File: src/hdl/qce_pkg.sv
// Shared types and constants for the quadrature count extender with jump check.
// No dependencies; imported by every module of the block.
package qce_pkg;

    localparam int DATA_W     = 32;
    localparam int RAW_W      = 16;
    localparam int HIGH_W     = 16;
    localparam int JUMP_W     = 24;
    localparam int TAG_W      = 2;
    localparam int FUNC_W     = 2;
    localparam int CFG_AW     = 3;
    localparam int CFG_DW     = 32;

    // Stream payload widths, packed from bit 0 up.
    localparam int S_TDATA_W  = RAW_W + DATA_W;   // raw_count, preset_position
    localparam int M_TUSER_W  = 1 + TAG_W;        // jump_fault, fault_tag

    // Crossing windows for the high word.
    localparam logic [RAW_W-1:0] WRAP_UP_LIMIT   = 16'h1FFF;
    localparam logic [RAW_W-1:0] WRAP_DOWN_LIMIT = 16'hE000;

    localparam logic [JUMP_W-1:0] MAX_JUMP_RST = 24'd4096;

    // Register indexes on the configuration port.
    localparam logic [CFG_AW-3:0] REG_DIRECTION = 1'b0;
    localparam logic [CFG_AW-3:0] REG_MAX_JUMP  = 1'b1;

    // Update tags.
    localparam logic [TAG_W-1:0] TAG_NONE   = 2'd0;
    localparam logic [TAG_W-1:0] TAG_INIT   = 2'd1;
    localparam logic [TAG_W-1:0] TAG_PRESET = 2'd2;

    typedef enum logic [FUNC_W-1:0] {
        FUNC_SAMPLE = 2'd0,
        FUNC_INIT   = 2'd1,
        FUNC_PRESET = 2'd2
    } t_func;

    typedef struct packed {
        logic              reverse;
        logic [JUMP_W-1:0] max_jump;
    } t_cfg;

    typedef struct packed {
        logic [FUNC_W-1:0] func;
        logic [RAW_W-1:0]  raw_count;
        logic [DATA_W-1:0] preset_position;
    } t_item;

    typedef struct packed {
        logic [DATA_W-1:0] position;
        logic              jump_fault;
        logic [TAG_W-1:0]  fault_tag;
    } t_result;

endpackage

File: src/hdl/qce_cfg_regs.sv
// Configuration registers behind the APB-style port.
// Depends on qce_pkg.
module qce_cfg_regs
    import qce_pkg::*;
(
    input  logic              i_clk,
    input  logic              i_rst_n,
    input  logic              psel,
    input  logic              penable,
    input  logic              pwrite,
    input  logic [CFG_AW-1:0] paddr,
    input  logic [CFG_DW-1:0] pwdata,
    output logic [CFG_DW-1:0] prdata,
    output t_cfg              o_cfg
);

    logic              r_reverse;
    logic [JUMP_W-1:0] r_max_jump;
    logic              wr_en;
    logic [CFG_AW-3:0] reg_idx;

    assign reg_idx = paddr[CFG_AW-1:2];
    assign wr_en   = psel && penable && pwrite;

    always_ff @(posedge i_clk) begin
        if (!i_rst_n) begin
            r_reverse  <= 1'b0;
            r_max_jump <= MAX_JUMP_RST;
        end else if (wr_en) begin
            case (reg_idx)
                REG_DIRECTION: r_reverse  <= pwdata[0];
                REG_MAX_JUMP:  r_max_jump <= pwdata[JUMP_W-1:0];
                default: ;
            endcase
        end
    end

    always_comb begin
        case (reg_idx)
            REG_DIRECTION: prdata = {{(CFG_DW-1){1'b0}}, r_reverse};
            REG_MAX_JUMP:  prdata = {{(CFG_DW-JUMP_W){1'b0}}, r_max_jump};
            default:       prdata = '0;
        endcase
    end

    assign o_cfg.reverse  = r_reverse;
    assign o_cfg.max_jump = r_max_jump;

endmodule

File: src/hdl/qce_update.sv
// Count extension, position update and jump check for one registered beat.
// Holds the running state; depends on qce_pkg.
module qce_update
    import qce_pkg::*;
(
    input  logic    i_clk,
    input  logic    i_rst_n,
    input  logic    i_adv,
    input  t_item   i_item,
    input  t_cfg    i_cfg,
    output t_result o_result
);

    logic [RAW_W-1:0]  r_prev_raw, n_prev_raw;
    logic [HIGH_W-1:0] r_high,     n_high;
    logic [DATA_W-1:0] r_base,     n_base;
    logic [DATA_W-1:0] r_last,     n_last;
    logic [TAG_W-1:0]  r_tag,      n_tag;

    logic              now_neg, was_neg, cross_up, cross_dn;
    logic [HIGH_W-1:0] high_upd;
    logic [DATA_W-1:0] ext, pos, delta, mag;
    logic              fault;

    assign now_neg  = i_item.raw_count[RAW_W-1];
    assign was_neg  = r_prev_raw[RAW_W-1];
    assign cross_up = !now_neg && (i_item.raw_count < WRAP_UP_LIMIT) && was_neg;
    assign cross_dn = now_neg && (i_item.raw_count > WRAP_DOWN_LIMIT) && !was_neg;

    always_comb begin
        if (cross_up) begin
            high_upd = r_high + 1'b1;
        end else if (cross_dn) begin
            high_upd = r_high - 1'b1;
        end else begin
            high_upd = r_high;
        end
    end

    assign ext   = {high_upd, i_item.raw_count};
    assign pos   = i_cfg.reverse ? (r_base - ext) : (r_base + ext);
    // Shorter way round the 32-bit circle.
    assign delta = pos - r_last;
    assign mag   = delta[DATA_W-1] ? (~delta + 1'b1) : delta;
    assign fault = mag > {{(DATA_W-JUMP_W){1'b0}}, i_cfg.max_jump};

    always_comb begin
        n_prev_raw = r_prev_raw;
        n_high     = r_high;
        n_base     = r_base;
        n_last     = r_last;
        n_tag      = r_tag;
        o_result.jump_fault = 1'b0;
        case (t_func'(i_item.func))
            FUNC_SAMPLE: begin
                n_prev_raw = i_item.raw_count;
                n_high     = high_upd;
                n_last     = pos;
                o_result.jump_fault = fault;
            end
            FUNC_INIT, FUNC_PRESET: begin
                n_prev_raw = '0;
                n_high     = '0;
                n_base     = i_item.preset_position;
                n_last     = i_item.preset_position;
                n_tag      = (t_func'(i_item.func) == FUNC_INIT) ? TAG_INIT : TAG_PRESET;
            end
            default: ;  // unused code: leave state alone
        endcase
        o_result.position  = n_last;
        o_result.fault_tag = n_tag;
    end

    always_ff @(posedge i_clk) begin
        if (!i_rst_n) begin
            r_prev_raw <= '0;
            r_high     <= '0;
            r_base     <= '0;
            r_last     <= '0;
            r_tag      <= TAG_NONE;
        end else if (i_adv) begin
            r_prev_raw <= n_prev_raw;
            r_high     <= n_high;
            r_base     <= n_base;
            r_last     <= n_last;
            r_tag      <= n_tag;
        end
    end

endmodule

File: src/hdl/quadrature_count_extender_jump_check.sv
// Top level of the quadrature count extender with jump check.
// Depends on qce_pkg, qce_cfg_regs and qce_update.
//
//  channel      direction  handshake                     payload
//  s_axis       in         i_s_axis_tvalid/o_s_axis_tready  tdata: raw_count, preset_position
//                                                         tuser: func
//  m_axis       out        o_m_axis_tvalid/i_m_axis_tready  tdata: position
//                                                         tuser: jump_fault, fault_tag
//  apb          in/out     psel, penable, pready          direction_reverse @0, max_jump @4
//
// One beat per cycle sustained while the output is not stalled. A beat waits in the input
// register, where the extension, add and jump compare run against the running state, then
// lands in the output register.
// Reset is synchronous, active low; it clears both valid flags, the state and the
// registers (max_jump to 4096).
// A stalled output holds its beat while the input register keeps one more beat waiting.
module quadrature_count_extender_jump_check
    import qce_pkg::*;
(
    input  logic                 i_clk,
    input  logic                 i_rst_n,

    input  logic                 i_s_axis_tvalid,
    output logic                 o_s_axis_tready,
    input  logic [S_TDATA_W-1:0] i_s_axis_tdata,   // [15:0] raw_count, [47:16] preset_position
    input  logic [FUNC_W-1:0]    i_s_axis_tuser,   // [1:0] func

    output logic                 o_m_axis_tvalid,
    input  logic                 i_m_axis_tready,
    output logic [DATA_W-1:0]    o_m_axis_tdata,   // [31:0] position
    output logic [M_TUSER_W-1:0] o_m_axis_tuser,   // [0] jump_fault, [2:1] fault_tag

    input  logic                 psel,
    input  logic                 penable,
    input  logic                 pwrite,
    input  logic [CFG_AW-1:0]    paddr,
    input  logic [CFG_DW-1:0]    pwdata,
    output logic [CFG_DW-1:0]    prdata,
    output logic                 pready
);

    t_cfg    cfg;
    t_result result;
    t_item   r_item;
    t_result r_out;
    logic    r_in_vld;
    logic    r_out_vld;
    logic    adv;

    assign pready = 1'b1;

    qce_cfg_regs u_cfg (
        .i_clk   (i_clk),
        .i_rst_n (i_rst_n),
        .psel    (psel),
        .penable (penable),
        .pwrite  (pwrite),
        .paddr   (paddr),
        .pwdata  (pwdata),
        .prdata  (prdata),
        .o_cfg   (cfg)
    );

    // Advance the held beat whenever the output register is free or draining.
    assign adv             = r_in_vld && (!r_out_vld || i_m_axis_tready);
    assign o_s_axis_tready = !r_in_vld || adv;

    always_ff @(posedge i_clk) begin
        if (!i_rst_n) begin
            r_in_vld <= 1'b0;
        end else if (o_s_axis_tready) begin
            r_in_vld <= i_s_axis_tvalid;
        end
    end

    // Capture the input beat; payload needs no reset.
    always_ff @(posedge i_clk) begin
        if (o_s_axis_tready && i_s_axis_tvalid) begin
            r_item.func            <= i_s_axis_tuser;
            r_item.raw_count       <= i_s_axis_tdata[RAW_W-1:0];
            r_item.preset_position <= i_s_axis_tdata[S_TDATA_W-1:RAW_W];
        end
    end

    qce_update u_update (
        .i_clk    (i_clk),
        .i_rst_n  (i_rst_n),
        .i_adv    (adv),
        .i_item   (r_item),
        .i_cfg    (cfg),
        .o_result (result)
    );

    always_ff @(posedge i_clk) begin
        if (!i_rst_n) begin
            r_out_vld <= 1'b0;
        end else if (adv) begin
            r_out_vld <= 1'b1;
        end else if (i_m_axis_tready) begin
            r_out_vld <= 1'b0;
        end
    end

    always_ff @(posedge i_clk) begin
        if (adv) begin
            r_out <= result;
        end
    end

    assign o_m_axis_tvalid = r_out_vld;
    assign o_m_axis_tdata  = r_out.position;
    assign o_m_axis_tuser  = {r_out.fault_tag, r_out.jump_fault};

endmodule

File: config.mk
export PLATFORM = sky130hd
export DESIGN_NAME = quadrature_count_extender_jump_check
export DESIGN_NICKNAME = d
export VERILOG_FILES = /design/src/hdl/qce_pkg.sv /design/src/hdl/qce_cfg_regs.sv /design/src/hdl/qce_update.sv /design/src/hdl/quadrature_count_extender_jump_check.sv
export SDC_FILE = /design/constraint.sdc
export NUM_CORES = 1
export LEC_CHECK = 0
export ABC_AREA = 1
export BUFFER_PORTS_ARGS = -buffer_cell sky130_fd_sc_hd__buf_2
export CORE_AREA = 2 2 203 205
export DETAILED_ROUTE_END_ITERATION = 16
export DIE_AREA = 0 0 205 207
export SLEW_MARGIN = 20
export SYNTH_ARGS = -nofsm -noshare
export SYNTH_HDL_FRONTEND = slang
export SYNTH_SLANG_ARGS = --single-unit
File: constraint.sdc
create_clock -name i_clk -period 8.6 [get_ports i_clk]
set_input_delay 0.43 -clock i_clk [delete_from_list [all_inputs] [get_ports i_clk]]
set_output_delay 0.43 -clock i_clk [all_outputs]
set_load 0.05 [all_outputs]
== Word level (Yosys, flattened, before mapping) ==
Index checks and enable logic that the tools add are counted.

* Word-level logic and storage cells: 62
* Output and inout port bits: 70
* Register bits: 210
* Bits of input ports: 92

* $lt $le $gt $ge: 3
* Equal/unequal tests: 2
* Bitwise gates (word level): 2
* Multiplexer cells: 12
* Reductions and logical operators: 22
* Add/sub/neg operators: 6

{| class="wikitable"
|+ Operators with widths
! kind !! count
|-
| $pmux W32 S2 || 2
|-
| $mux W32 || 2
|-
| $pmux W16 S2 || 2
|-
| $sub A32 B32 Y32 || 2
|-
| $add A32 B1 Y32 const B || 1
|-
| $add A32 B32 Y32 || 1
|-
| $gt A32 B24 Y1 || 1
|-
| $mux W16 || 2
|-
| $not A32 Y32 || 1
|-
| $add A16 B1 Y16 const B || 1
|-
| $gt A16 B16 Y1 const B || 1
|-
| $lt A16 B13 Y1 const B || 1
|-
| $sub A16 B1 Y16 const B || 1
|-
| $logic_and A1 B1 Y1 || 8
|-
| $reduce_and A2 Y1 || 4
|-
| $logic_not A1 Y1 || 4
|-
| $mux W2 || 2
|-
| $reduce_bool A2 Y1 || 2
|-
| $eq A2 B1 Y1 const B || 1
|-
| $eq A2 B2 Y1 const B || 1
|-
| $logic_not A2 Y1 || 1
|-
| $logic_or A1 B1 Y1 || 2
|-
| $mux W1 || 2
|-
| $reduce_or A2 Y1 || 1
|-
| $not A1 Y1 || 1
|}

== Depth between registers and ports, before layout ==
* Word-level depth: 12
* Mapped depth: 56

== By module ==
From an unflattened synthesis, not the netlist that was laid out.

* Cell total of the unflattened synthesis: 2243
* Area, all modules: 15250.9 µm²

{| class="wikitable"
|+ Modules (own cells, without submodules)
! module !! cells each !! times used !! seq. area each (µm²) !! area an instance (µm²)
|-
| qce_update || 1919 || 1 || 1661.6 || 11229.5
|-
| quadrature_count_extender_jump_check || 100 || 1 || 2592.5 || 2658.8
|-
| qce_cfg_regs || 224 || 1 || 500.5 || 1362.6
|}

== Least setup slack after synthesis ==
Ideal clock, no wire load.

* Path kind: register to register
* Start point: register r_item[32] in the netlist's numbering
* End point: register r_out, in the netlist o_m_axis_tuser[0] (data pin)
* Data arrival time: 6786 ps
* Stages on the path, launching flop included: 56
* Required time: 8343 ps
* Library setup time: 257 ps
* Path slack: 1557 ps
* Cells stage by stage: edfxtp_1 -> inv_1 -> ha_1 -> nand2_2 -> nor2_8 -> nand3_4 -> nand2_4 -> nand2_2 -> nand2_2 -> nand2_1 -> nor4_1 -> nand4_1 -> nand3b_1 -> nand2_1 -> xor2_1 -> inv_1 -> ha_1 -> nand2_1 -> (+20 left out) -> nand2_1 -> xor2_1 -> inv_1 -> ha_1 -> nand2_1 -> inv_1 -> a221oi_1 -> o221ai_1 -> nand2_1 -> o2111ai_1 -> nand2_1 -> nand2_1 -> o31ai_1 -> nand2_1 -> nor2_1 -> nand3_1 -> nor2_1 -> a21oi_1

* Word-level cells in the longest chain between the ends: 12
* Elaborated cells on any way between the ends: 16
* Classes of those cells: add/sub (4); order compare (3); mux (4); bitwise (1); reduce/logical (4)

{| class="wikitable"
|+ RTL lines
! what !! RTL line !! text
|-
| from (decl) || quadrature_count_extender_jump_check.sv:44 || <nowiki>t_item r_item;</nowiki>
|-
| $gt A16 B16 Y1 || qce_update.sv:28 || <nowiki>assign cross_dn = now_neg && (i_item.raw_count > WRAP_DOWN_LIMIT) && !was_neg;</nowiki>
|-
| $logic_and A1 B1 Y1 (2 in series) || qce_update.sv:28 ||
|-
| $mux W16 || qce_update.sv:33 || <nowiki>end else if (cross_dn) begin</nowiki>
|-
| $mux W16 || qce_update.sv:31 || <nowiki>if (cross_up) begin</nowiki>
|-
| $add A32 B32 Y32 or $sub A32 B32 Y32 (tied branches) || qce_update.sv:41 || <nowiki>assign pos = i_cfg.reverse ? (r_base - ext) : (r_base + ext);</nowiki>
|-
| $mux W32 * || qce_update.sv:41 ||
|-
| $sub A32 B32 Y32 * || qce_update.sv:43 || <nowiki>assign delta = pos - r_last;</nowiki>
|-
| $not A32 Y32 || qce_update.sv:44 || <nowiki>assign mag = delta[DATA_W-1] ? (~delta + 1'b1) : delta;</nowiki>
|-
| $add A32 B1 Y32 || qce_update.sv:44 ||
|-
| $mux W32 * || qce_update.sv:44 ||
|-
| $gt A32 B24 Y1 * || qce_update.sv:45 || <nowiki>assign fault = mag > {{(DATA_W-JUMP_W){1'b0}}, i_cfg.max_jump};</nowiki>
|-
| to (signal assigned) || quadrature_count_extender_jump_check.sv:106 || <nowiki>r_out <= result;</nowiki>
|-
| to (decl) || quadrature_count_extender_jump_check.sv:45 || <nowiki>t_result r_out;</nowiki>
|}

Every way passes the cells marked *; elsewhere a longest branch is shown, timed or not.
A chain may end at the register's enable or synchronous reset.

== Final worst setup path ==
Same ends and word-level chain as after synthesis.

==> results.json <==
{
  "status": "finished, final reports clean",
  "whs_ns": 0.131,
  "cts_hold_buf": 0,
  "syn_area_um2": 14700,
  "r2r_start": "r_item[32]",
  "yosys_warnings": 0,
  "cts_tree": "built",
  "die_area_um2": 42400,
  "min_path_type": "in -> reg",
  "syn_inst": 2089,
  "dp_hpwl_um": 32400,
  "period_minus_slack_ns": 7.83,
  "cp-end-kind": "register",
  "crit_type": "reg -> reg",
  "drc": 0,
  "start_kind": "register",
  "ant_nets": 0,
  "gp_congestion": 0.908,
  "power.density_nw_per_um2": 215,
  "grt-ovfl-total": 0,
  "numCtsBuffers": 17,
  "clock.fmax_ghz": 0.128,
  "slew-limit-headroom_pct": 31.1,
  "finalHoldViolations": 0,
  "clockPowerShare_pct": 22.2,
  "h-tree-depth": 4,
  "synth_cell_types": 62,
  "die_h_um": 207,
  "core_um2": 40400,
  "insertion_delay_ns": 0.48,
  "synth-seq-cells": 195,
  "swShare_pct": 43.3,
  "synth-edff-count": 85,
  "dr.pass1.iters": 5,
  "num_rows": 74,
  "drtIter0Drc": 797,
  "layout_common_cells": "nand2_1 (529), inv_1 (330), a21oi_1 (171)",
  "synth_ff_type": "dfxtp_1",
  "r2r_slack_ns": 0.77,
  "grt_pass1_vias": 12900,
  "grt_usage_pct": 19.4,
  "root_buffer": "clkbuf_16",
  "wl_per_cell_um": 15.0,
  "routed_via_density": 4.95,
  "drv_cap": 0,
  "worstMarginPinSlew_ns": 1.03,
  "ios": 162,
  "p_leak_nw": 8.10,
  "cts_buffer_depth": 2,
  "worstHoldEndpoint": "r_item[47]",
  "vias": 13600,
  "drv_slew": 0,
  "setup_viol": 0,
  "r2r-end": "o_m_axis_tuser[0]",
  "wl_um": 41400,
  "clkTransAtPathRegs_ns": 0.08,
  "avgSynthCellArea_um2": 7.02,
  "grt_pass1_wl_um": 65300,
  "initial_core_util_pct": 36.3,
  "power_switching_mw": 1.55,
  "path_max_fanout": 12,
  "intPower_mw": 2.03,
  "port_buffers": 142,
  "cp_slowest_stage_delay_ns": 0.44,
  "grt_setup_unrepaired": "false",
  "crit_path_frequent_cell": "nand2_1",
  "antenna_found_initial": 0,
  "final_common_cell": "nand2_1",
  "fin_crit_sh_pct": 91.1,
  "grt_max_degree": 91,
  "critPathLaunch": "r_item[32]",
  "nNetsFinal": 2401,
  "worstPathRequired_ns": 8.81,
  "hp-start": "i_s_axis_tdata[15]",
  "fin_worst_skew_ns": 0.0224,
  "power_frac_comb_pct": 48.4,
  "dieWidth_um": 205,
  "ys_async_sr_fraction_pct": 0,
  "slowest_stage": "edfxtp_1",
  "reg2regPathDepth": 50,
  "cp_data_arrival_time_ns": 8.04,
  "max-vdd-ir-drop_uv": 144,
  "cts_sinks": 195,
  "yosysSeqAreaShare_pct": 32.4,
  "holdPathStages": 1,
  "drive_above_1_share_pct": 12.1,
  "setup-tns-final_ns": 0,
  "syn2layout_area_growth_pct": 13.4,
  "pwr-share-seq_pct": 29.4,
  "diodes": 0
}
-- synthesized netlist by cell type (all sizes together), types with 29 or more instances --
library cell	count	area share, %
ha	94	8.0
nand3	124	4.5
edfxtp	85	17
inv	342	8.8
xor2	86	5.1
a21oi	175	6.2
nand4	29	1.2
clkbuf	54	1.4
o21ai	95	3.3
nand2	546	14
nor2	149	4.2
dfxtp	110	15
-- per-layer routing --
metal	GRT usage (%)	vias up	wire (µm)
li1	-	7042	-
met1	24.6	6237	19100
met2	33.2	303	19400
met3	3.26	65	1590
met4	6.72	0	1220
met5	0	-	0
-- power groups by stage --
stage | logic [mW] | registers [mW] | clock network, mW
CTS | 1.71 | 1.05 | 0.819
floorplan | 1.27 | 1.10 | 0
detailed placement | 1.70 | 1.07 | 0
global route | 1.98 | 1.06 | 0.853
finish | 1.73 | 1.05 | 0.793
global placement | 1.66 | 1.07 | 0
-- layout make-up --
class                   count  area (µm²)
fillers                  4202       23700
multi-input cells        1478        8350
flip-flops and latches    195        4750
inverters                 345        1300
repair buffers            176         973
well taps                 532         666
clock buffers              19         433
clock inverters            13         143
-- cells by family (layout without fill, tap and decap cells) --
group / after synthesis / count (layout) / synth area share (%)
AOI/OAI and AO/OA: 372 / 372 / 15.2
adders and majority gates: 96 / 96 / 8.30
DFF: 195 / 195 / 32.4
buffers and inverters: 423 / 553 / 11.4
xor gates and xnor gates: 106 / 106 / 6.33
other: 2 / 9 / 0.0512
and+or+nand+nor: 895 / 895 / 26.3
-- stage by stage --
| stage | worst slack (ns) | util, % | power [mW] | cells | instance area (µm²) |
|---|---|---|---|---|---|
| 2_1_floorplan | 1.56 | - | 2.37 | 2096 | 14700 |
| 3_3_place_gp | 0.397 | 39.3 | 2.74 | 2716 | 15900 |
| 3_5_place_dp | 0.221 | 39.3 | 2.77 | 2716 | 15900 |
| 4_1_cts | 0.184 | 40.7 | 3.58 | 2748 | 16400 |
| 5_1_grt | 0.00672 | 41.2 | 3.89 | 2758 | 16600 |
| 6_report | 0.767 | 41.2 | 3.58 | 2758 | 16600 |
-- worst max path at each step --
stage | to | depth (start not counted)
5_1_grt | o_m_axis_tuser[0] | 54
4_1_cts | o_m_axis_tuser[0] | 54
3_5_place_dp | o_m_axis_tuser[0] | 54
6_report | o_m_axis_tuser[0] | 50
3_3_place_gp | o_m_axis_tuser[0] | 54
2_1_floorplan | o_m_axis_tuser[0] | 55
-- state kept, by name, indices dropped and copies added, names as in the netlist --
signal,flops
o_m_axis_tvalid,1
u_update.r_last,32
u_cfg.r_max_jump,24
u_cfg.r_reverse,1
u_update.r_high,16
o_m_axis_tdata,32
u_update.r_base,32
o_m_axis_tuser,3
u_update.r_tag,2
r_item,50
r_in_vld,1
u_update.r_prev_raw,1
-- worst max-delay path: cells and delay by family (launching register included) --
family                   cells  cell delay (ns)
XOR/XNOR                     4             0.73
adder cells (fa/ha/maj)      4             1.15
AO/OA/AOI/OAI               11             1.57
AND/OR/NAND/NOR             24             2.91
flip-flops                   1             0.44
buffers and inverters        7             0.75
-- repair_timing --
item	in CTS	in global routing
gates resized for setup	0	16
hold endpoints to repair	0	0
buffers inserted	0	10
setup endpoints to repair	0	1
No activity file was read; power rests on OpenSTA's default activity.
